## src/design/miss_history_prefetcher_core_assert.svh

```systemverilog
// Assertion macros used by the prefetcher back end.
`ifndef MISS_HISTORY_PREFETCHER_CORE_ASSERT_SVH
`define MISS_HISTORY_PREFETCHER_CORE_ASSERT_SVH

`ifndef NO_ASSERTIONS

`define MHP_ASSERT_IMPLY(label, clk, rst_n, ante, cons) \
    label: assert property (@(posedge clk) disable iff (!rst_n) (ante) |-> (cons)) \
        else $error("implication check failed");

`define MHP_ASSERT_NEXT(label, clk, rst_n, ante, cons) \
    label: assert property (@(posedge clk) disable iff (!rst_n) (ante) |=> (cons)) \
        else $error("next-cycle check failed");

`else

`define MHP_ASSERT_IMPLY(label, clk, rst_n, ante, cons)

`define MHP_ASSERT_NEXT(label, clk, rst_n, ante, cons)

`endif

`endif

```

## src/design/mhp_pkg.sv

```systemverilog
`timescale 1ns / 1ps
`default_nettype none

package mhp_pkg;

    localparam int ADDR_W = 64;

    typedef struct packed {
        logic              is_miss;
        logic [ADDR_W-1:0] access_address;
    } in_word_t;

    typedef struct packed {
        logic [ADDR_W-1:0] prefetch_address;
        logic              last_of_run;
    } out_word_t;

    typedef struct packed {
        logic              valid;
        logic [ADDR_W-1:0] access_address;
    } queue_head_t;

endpackage

`default_nettype wire

```

## src/design/mhp_front.sv

```systemverilog
`timescale 1ns / 1ps
`default_nettype none

module mhp_front (
    input  wire logic                aclk,
    input  wire logic                aresetn,
    input  wire logic                s_valid,
    output logic                     s_ready,
    input  wire mhp_pkg::in_word_t   s_data,
    input  wire logic                pop,
    output mhp_pkg::queue_head_t     head
);
    import mhp_pkg::*;

    localparam int QUEUE_DEPTH = 2;
    localparam int QPTR_W = $clog2(QUEUE_DEPTH);
    localparam int QCNT_W = $clog2(QUEUE_DEPTH + 1);

    logic [ADDR_W-1:0] queue_reg [QUEUE_DEPTH];
    logic [QPTR_W-1:0] wr_ptr_reg;
    logic [QPTR_W-1:0] rd_ptr_reg;
    logic [QCNT_W-1:0] count_reg;
    logic [QCNT_W-1:0] count_next;
    logic              push;
    logic              do_pop;

    // Hits are taken and dropped here; only misses reach the back end.
    assign s_ready = (count_reg != QCNT_W'(QUEUE_DEPTH));
    assign push    = s_valid && s_ready && s_data.is_miss;
    assign do_pop  = pop && (count_reg != '0);

    assign head.valid          = (count_reg != '0);
    assign head.access_address = queue_reg[rd_ptr_reg];

    always_comb begin
        count_next = count_reg;
        if (push && !do_pop) begin
            count_next = count_reg + QCNT_W'(1);
        end else if (!push && do_pop) begin
            count_next = count_reg - QCNT_W'(1);
        end
    end

    always_ff @(posedge aclk) begin
        if (!aresetn) begin
            wr_ptr_reg <= '0;
            rd_ptr_reg <= '0;
            count_reg  <= '0;
        end else begin
            count_reg <= count_next;
            if (push) begin
                wr_ptr_reg <= wr_ptr_reg + QPTR_W'(1);
            end
            if (do_pop) begin
                rd_ptr_reg <= rd_ptr_reg + QPTR_W'(1);
            end
        end
    end

    always_ff @(posedge aclk) begin
        if (push) begin
            queue_reg[wr_ptr_reg] <= s_data.access_address;
        end
    end

endmodule

`default_nettype wire

```

## src/design/mhp_back.sv

```systemverilog
`timescale 1ns / 1ps
`default_nettype none

`include "miss_history_prefetcher_core_assert.svh"

module mhp_back #(
    parameter int STORE_DEPTH = 64,
    parameter int FETCH_SPAN  = 3
) (
    input  wire logic                 aclk,
    input  wire logic                 aresetn,
    input  wire mhp_pkg::queue_head_t head,
    output logic                      pop,
    output logic                      m_valid,
    input  wire logic                 m_ready,
    output mhp_pkg::out_word_t        m_data
);
    import mhp_pkg::*;

    localparam int IDX_W  = $clog2(STORE_DEPTH);
    localparam int SPAN_W = $clog2(FETCH_SPAN);
    localparam logic [IDX_W:0] DEPTH_C = (IDX_W + 1)'(STORE_DEPTH);
    localparam logic [IDX_W-1:0] LAST_SLOT = IDX_W'(STORE_DEPTH - 1);
    localparam logic [SPAN_W-1:0] LAST_RUN = SPAN_W'(FETCH_SPAN - 2);

    localparam logic [2:0] S_IDLE = 3'd0;
    localparam logic [2:0] S_RD   = 3'd1;
    localparam logic [2:0] S_CMP  = 3'd2;
    localparam logic [2:0] S_WR   = 3'd3;
    localparam logic [2:0] S_ERD  = 3'd4;
    localparam logic [2:0] S_EOUT = 3'd5;

    logic [ADDR_W-1:0]      mem [STORE_DEPTH];
    logic [ADDR_W-1:0]      rd_data_reg;
    logic [ADDR_W-1:0]      key_reg;
    logic [STORE_DEPTH-1:0] valid_reg;
    logic [IDX_W-1:0]       wp_reg;
    logic [2:0]             state_reg;
    logic [2:0]             state_next;
    logic [IDX_W:0]         k_reg;
    logic [IDX_W:0]         k_next;
    logic [SPAN_W-1:0]      n_reg;
    logic [SPAN_W-1:0]      n_next;
    logic                   out_valid_reg;
    out_word_t              out_reg;

    logic [IDX_W:0] k_inc;
    logic           k_end;
    logic           inc_end;
    logic           cur_valid;
    logic           inc_valid;
    logic           run_last;
    logic           mem_we;
    logic           mem_re;
    logic           key_load;
    logic           load_out;

    assign k_inc     = k_reg + (IDX_W + 1)'(1);
    assign k_end     = (k_reg == DEPTH_C);
    assign inc_end   = (k_inc == DEPTH_C);
    assign cur_valid = valid_reg[k_reg[IDX_W-1:0]];
    assign inc_valid = valid_reg[k_inc[IDX_W-1:0]];
    assign run_last  = inc_end || !inc_valid || (n_reg == LAST_RUN);

    always_comb begin
        state_next = state_reg;
        k_next     = k_reg;
        n_next     = n_reg;
        pop        = 1'b0;
        key_load   = 1'b0;
        mem_we     = 1'b0;
        mem_re     = 1'b0;
        load_out   = 1'b0;
        unique case (state_reg)
            S_IDLE: begin
                if (head.valid) begin
                    pop        = 1'b1;
                    key_load   = 1'b1;
                    k_next     = '0;
                    state_next = S_RD;
                end
            end
            S_RD: begin
                if (k_end || !cur_valid) begin
                    state_next = S_WR;
                end else begin
                    mem_re     = 1'b1;
                    state_next = S_CMP;
                end
            end
            S_CMP: begin
                k_next = k_inc;
                if (rd_data_reg == key_reg) begin
                    n_next     = '0;
                    state_next = (inc_end || !inc_valid) ? S_IDLE : S_ERD;
                end else begin
                    state_next = S_RD;
                end
            end
            S_WR: begin
                mem_we     = 1'b1;
                state_next = S_IDLE;
            end
            S_ERD: begin
                mem_re     = 1'b1;
                state_next = S_EOUT;
            end
            S_EOUT: begin
                if (!out_valid_reg || m_ready) begin
                    load_out = 1'b1;
                    if (run_last) begin
                        state_next = S_IDLE;
                    end else begin
                        k_next     = k_inc;
                        n_next     = n_reg + SPAN_W'(1);
                        state_next = S_ERD;
                    end
                end
            end
            default: begin
                state_next = S_IDLE;
            end
        endcase
    end

    always_ff @(posedge aclk) begin
        if (!aresetn) begin
            state_reg     <= S_IDLE;
            k_reg         <= '0;
            n_reg         <= '0;
            wp_reg        <= '0;
            valid_reg     <= '0;
            out_valid_reg <= 1'b0;
        end else begin
            state_reg <= state_next;
            k_reg     <= k_next;
            n_reg     <= n_next;
            if (mem_we) begin
                valid_reg[wp_reg] <= 1'b1;
                wp_reg <= (wp_reg == LAST_SLOT) ? '0 : wp_reg + IDX_W'(1);
            end
            if (load_out) begin
                out_valid_reg <= 1'b1;
            end else if (m_ready) begin
                out_valid_reg <= 1'b0;
            end
        end
    end

    always_ff @(posedge aclk) begin
        if (key_load) begin
            key_reg <= head.access_address;
        end
        if (load_out) begin
            out_reg.prefetch_address <= rd_data_reg;
            out_reg.last_of_run      <= run_last;
        end
    end

    always_ff @(posedge aclk) begin
        if (mem_we) begin
            mem[wp_reg] <= key_reg;
        end
        if (mem_re) begin
            rd_data_reg <= mem[k_reg[IDX_W-1:0]];
        end
    end

    assign m_valid = out_valid_reg;
    assign m_data  = out_reg;

    `MHP_ASSERT_IMPLY(a_pop_has_head, aclk, aresetn, pop, head.valid)
    `MHP_ASSERT_IMPLY(a_cmp_in_range, aclk, aresetn, state_reg == S_CMP, !k_end)
    `MHP_ASSERT_IMPLY(a_emit_valid_slot, aclk, aresetn, state_reg == S_ERD,
        !k_end && cur_valid)
    `MHP_ASSERT_IMPLY(a_out_from_emit, aclk, aresetn, $rose(out_valid_reg),
        $past(state_reg) == S_EOUT)

endmodule

`default_nettype wire

```

## src/design/miss_history_prefetcher_core.sv

```systemverilog
`timescale 1ns / 1ps
`default_nettype none

// Miss-history correlation prefetcher. Each input word is one cache access;
// hits are taken and give no result, misses go through a two-entry queue to
// a search engine with a single-port history memory whose read data is
// registered. A miss is compared against one stored entry at a time, each
// in a read state and a compare state, from slot 0 up to the first unwritten
// slot or the table end; a new address is then recorded at the wrapping
// write pointer. A match at slot h is followed by up to FETCH_SPAN - 1
// prefetch words, each read and then emitted when the output register is
// free, taken from the valid slots after h without wrapping past the table
// end; the final word carries last_of_run. Results wait in an output
// register while new accesses enter the queue until it is full.
module miss_history_prefetcher_core #(
    parameter int STORE_DEPTH = 64,
    parameter int FETCH_SPAN  = 3
) (
    input  wire logic               aclk,
    input  wire logic               aresetn,
    input  wire logic               s_valid,
    output logic                    s_ready,
    input  wire mhp_pkg::in_word_t  s_data,
    output logic                    m_valid,
    input  wire logic               m_ready,
    output mhp_pkg::out_word_t      m_data
);
    import mhp_pkg::*;

    queue_head_t head;
    logic        pop;

    mhp_front u_front (
        .aclk    (aclk),
        .aresetn (aresetn),
        .s_valid (s_valid),
        .s_ready (s_ready),
        .s_data  (s_data),
        .pop     (pop),
        .head    (head)
    );

    mhp_back #(
        .STORE_DEPTH (STORE_DEPTH),
        .FETCH_SPAN  (FETCH_SPAN)
    ) u_back (
        .aclk    (aclk),
        .aresetn (aresetn),
        .head    (head),
        .pop     (pop),
        .m_valid (m_valid),
        .m_ready (m_ready),
        .m_data  (m_data)
    );

endmodule

`default_nettype wire

```

## config.mk

```make
export PLATFORM = sky130hd
export DESIGN_NAME = miss_history_prefetcher_core
export DESIGN_NICKNAME = d
export VERILOG_FILES = /design/src/design/mhp_pkg.sv /design/src/design/mhp_front.sv /design/src/design/mhp_back.sv /design/src/design/miss_history_prefetcher_core.sv
export VERILOG_INCLUDE_DIRS = /design/src /design/src/design
export SDC_FILE = /design/constraint.sdc
export NUM_CORES = 2
export LEC_CHECK = 0
export BUFFER_PORTS_ARGS = -buffer_cell sky130_fd_sc_hd__buf_4
export CORE_MARGIN = 3
export CORE_UTILIZATION = 50
export CTS_CLUSTER_SIZE = 40
export DETAILED_ROUTE_END_ITERATION = 6
export PLACE_DENSITY = 0.62
export SLEW_MARGIN = 20
export SYNTH_ARGS = -nofsm -noshare
export SYNTH_HDL_FRONTEND = slang
export SYNTH_HIERARCHICAL = 1
export SYNTH_MEMORY_MAX_BITS = 65536
export SYNTH_SLANG_ARGS = --single-unit
```

## constraint.sdc

```tcl
create_clock -name aclk -period 7.95 [get_ports aclk]
set_input_delay 0 -clock aclk [delete_from_list [all_inputs] [get_ports aclk]]
set_output_delay 0 -clock aclk [all_outputs]
set_load 0.1 [all_outputs]
```

==> key figures <==
Status
  – Status: finished, final reports clean

Setup path
  – WP data required: 8530 ps
  – Crit-path slowest cell: dfxtp_4
  – R2R Path Start: u_back/k_reg[1]$_SDFFE_PN0P_
  – CP startpoint kind: register
  – CP Max Fanout: 64
  – Critical path type: reg2reg
  – Flop2flop setup slack: ~3000 ps
  – Crit. End Element: register
  – Worst R2R End: u_back/rd_data_reg[32]$_DFFE_PP_
  – Worst setup startpoint: u_back/k_reg[1]$_SDFFE_PN0P_
  – Max incr delay on CP: 1000 ps
  – Critical path's most frequent cell: mux4_2
  – Arr. time, crit path: ~5600 ps
  – Critical Path Sink: u_back/rd_data_reg[32]$_DFFE_PP_
  – Crit-path cells: buf_4, mux4_2, mux4_2, mux2i_1, a21o_1, nand2b_1, a21oi_4, buf_12
  – R2r worst-path depth: 8

Synth
  – Async set-reset flop share out of synthesis: 0
  – EDFF count, synth: between 4,000 and 5,000
  – Mean Syn Cell Area: approximately 25 sq um
  – Post-Syn Area: between 150,000 and 200,000 sq um
  – FF+latch count, synth: 4,505
  – Netlist cell types: 62
  – Sequential area share after synthesis: 0.7874
  – Syn Nets: ~7,000
  – Yosys warns: 6
  – Main synth FF type: edfxtp_1
  – Cells after Synth: 6,948

Hold path
  – Hold Path Class: in2reg

Timing
  – Slew margin rel.: 0.08851
  – Unrepaired setup endpoints after global routing: no
  – Clock Skew: between 70 and 80 ps
  – Actual slew at the worst max-slew pin: between 1000 and 1500 ps
  – Tmin final: approximately 5000 ps
  – Slew Viols, Final: 0
  – Final-report setup violation count: 0
  – Fin crit share: 0.6308
  – Hold Fails Final Rpt: 0
  – Fmax: roughly 0.20 GHz
  – Final worst slack: between 2000 and 3000 ps
  – Setup tns final: 0 ps

Drt
  – Drt drc: 0
  – Final wirelength: between 400,000 and 500,000 microns
  – Via count: a little over 80,000
  – DRT iter0 DRCs: 11,900
  – ANT nets after route: 0
  – DRT Pass-1 Iters: 5
  – Avg WL per Cell: slightly below 40 microns
  – DR vias/cell: 6.538

Clock network
  – # H-tree levels: 5
  – Clock latency on the worst-skew pair: 1000 ps
  – Post-CTS sizing: 0
  – Hold buffer count at CTS: 138
  – Cts bufs inserted: between 400 and 500
  – Clock tree buffer depth: 4
  – CTS tree: done
  – CTS sink count: ~4,500
  – Setup Buffers After CTS: 0
  – CTS root buf: clkbuf_16
  – Clock-pin slew on the worst setup and hold paths: 60 ps

Floorplan
  – Cell Rows: 213
  – Die X: between 500 and 600 microns
  – Initial Util: 0.5047
  – Die footprint: about 350,000 sq um
  – Die Span Y: slightly below 600 microns
  – Core Footprint: 338,200 sq um
  – I/O Pins: roughly 140

Global routing
  – Initial antenna violation count: 18
  – Number of global-route vias before repair: just over 80,000
  – Global-route wire length before repair: 662,400 microns
  – Largest net degree at the start of global routing: around 120
  – GRT Total Usage: 0.2764
  – Global route overflow: 0

Placement
  – Post-DP HPWL: about 230,000 microns
  – Placer Congestion: roughly 0.79
  – PortBufs: approximately 140
  – Dpl ws: roughly 3000 ps

Pwr
  – P_leak: slightly below 60 nW
  – Pwr Density: approximately 280 nW/um^2
  – Worst vdd ir: roughly 0.00023 V

Job
  – # Max-Cap Violations: 0

Cells and area
  – Nets: 7,635
  – Most common cell after layout, fill and taps aside: edfxtp_1
  – Max FFs per register: 4,096
  – Layout fillers: ~24,000
  – Layout cells sized above 1: 0.3099
  – Most frequent cells in the layout: edfxtp_1, mux4_2, clkbuf_16, buf_4, nor2_1
  – Layout area overhead: 13.73%
-- report_power, final --
group	internal, W	leakage [nW]	switching [W]
clock	0.0113	6.78	0.00887
sequential	0.0288	40.4	0.000136
combinational	0.00115	10.9	0.00358
total	0.0413	58.1	0.0126
-- layer usage --
| metal | routed length, microns | GRT usage | share of wire | up-vias |
|---|---|---|---|---|
| li1 | - | - | - | 31260 |
| met1 | 183800 | 0.3952 | 0.38 | 44720 |
| met2 | 231000 | 0.4356 | 0.48 | 4666 |
| met3 | 48330 | 0.05368 | 0.10 | 825 |
| met4 | 17660 | 0.08840 | 0.037 | 2 |
| met5 | 11 | 0 | 0.000023 | - |
-- synthesized netlist by cell type, types with 2 or more instances --
cell type	instances	area, sq um
o2111ai_1	2	17.52
edfxtp_1	4417	132600
nand2b_1	7	43.79
buf_6	5	56.30
dfxtp_1	88	1762
o21a_1	15	112.6
nand2_1	28	105.1
nand4_1	7	43.79
o221ai_1	24	210.2
nor4_1	18	112.6
inv_2	2	7.510
mux2_2	90	1013
or2_2	3	18.77
and2_1	5	31.28
mux4_1	3	78.83
mux4_2	1299	29260
xor2_1	71	621.9
a21oi_1	55	275.3
xnor2_1	6	52.55
nor2_1	205	769.5
a31oi_1	4	25.02
nor3_1	6	30.03
nor2b_1	7	43.79
o22ai_1	24	150.1
clkbuf_1	201	754.5
or3_1	5	31.28
nand3b_1	4	30.03
o21ai_0	32	160.2
ha_1	5	62.56
buf_1	23	86.33
and3_1	5	31.28
inv_1	8	30.03
buf_4	14	105.1
buf_2	114	570.6
o211ai_1	2	15.01
mux2i_1	97	970.9
nand3_1	21	105.1
a311oi_1	2	17.52
-- through the flow --
step / util / hold slack, ps / instance area (sq um) / total power, W / cells
floorplan: - / 98.87 / 170700 / 0.03219 / 6948
global placement: 0.5284 / 184.5 / 178700 / 0.03384 / 11490
detailed placement: 0.5287 / 187.6 / 178800 / 0.03412 / 11490
CTS: 0.5739 / 92.56 / 194100 / 0.05415 / 12450
global route: 0.5740 / 171.3 / 194100 / 0.05547 / 12460
finish: 0.5740 / 175.1 / 194100 / 0.05390 / 12460
-- critical path: cells and delay by family, from the launching register on --
family,cells,cell delay [ps]
simple gates,1,190
compound gates,2,1000
flops,1,1000
mux,3,710
buf+inv,2,1530
-- final cells by class --
cell class	instances	area (sq um)	share of cell area
clock inverter	261	2007	0.01034
clock buffer	566	11900	0.06132
tap	4515	5649	0.02910
multi-input combinational	2075	35190	0.1813
inverter	10	45.04	0.0002320
sequential	4505	134400	0.6925
antenna	9	22.52	0.0001160
timing repair buffer	521	4883	0.02516
-- logic make-up (layout without fill, tap and decap cells) --
group | count (synthesis) | after routing | synth area share
buf+inv | 368 | 1358 | 0.009552
fa+ha+maj | 5 | 5 | 0.0003665
other cells | 0 | 9 | 0
mux | 1489 | 1489 | 0.1835
compound gates | 176 | 176 | 0.006627
simple gates | 327 | 327 | 0.008518
xor+xnor | 78 | 78 | 0.004046
flops | 4505 | 4505 | 0.7874
-- worst min-delay path by stage --
| stage | to | cells past startpoint | startpoint | slack, ps |
|---|---|---|---|---|
| 6_report | u_back/m_valid$_SDFFE_PN0P_ | 4 | m_ready | 180 |
| 5_1_grt | u_back/m_valid$_SDFFE_PN0P_ | 4 | m_ready | 170 |
| 4_1_cts | u_back/m_valid$_SDFFE_PN0P_ | 4 | m_ready | 90 |
| 3_5_place_dp | u_front/queue_reg[0][42]$_DFFE_PP_ | 1 | s_data[42] | 190 |
| 3_3_place_gp | u_front/queue_reg[1][26]$_DFFE_PP_ | 1 | s_data[26] | 180 |
| 2_1_floorplan | u_front/queue_reg[0][0]$_DFFE_PP_ | 0 | s_data[0] | 100 |
(Power assumes the default switching activity.)
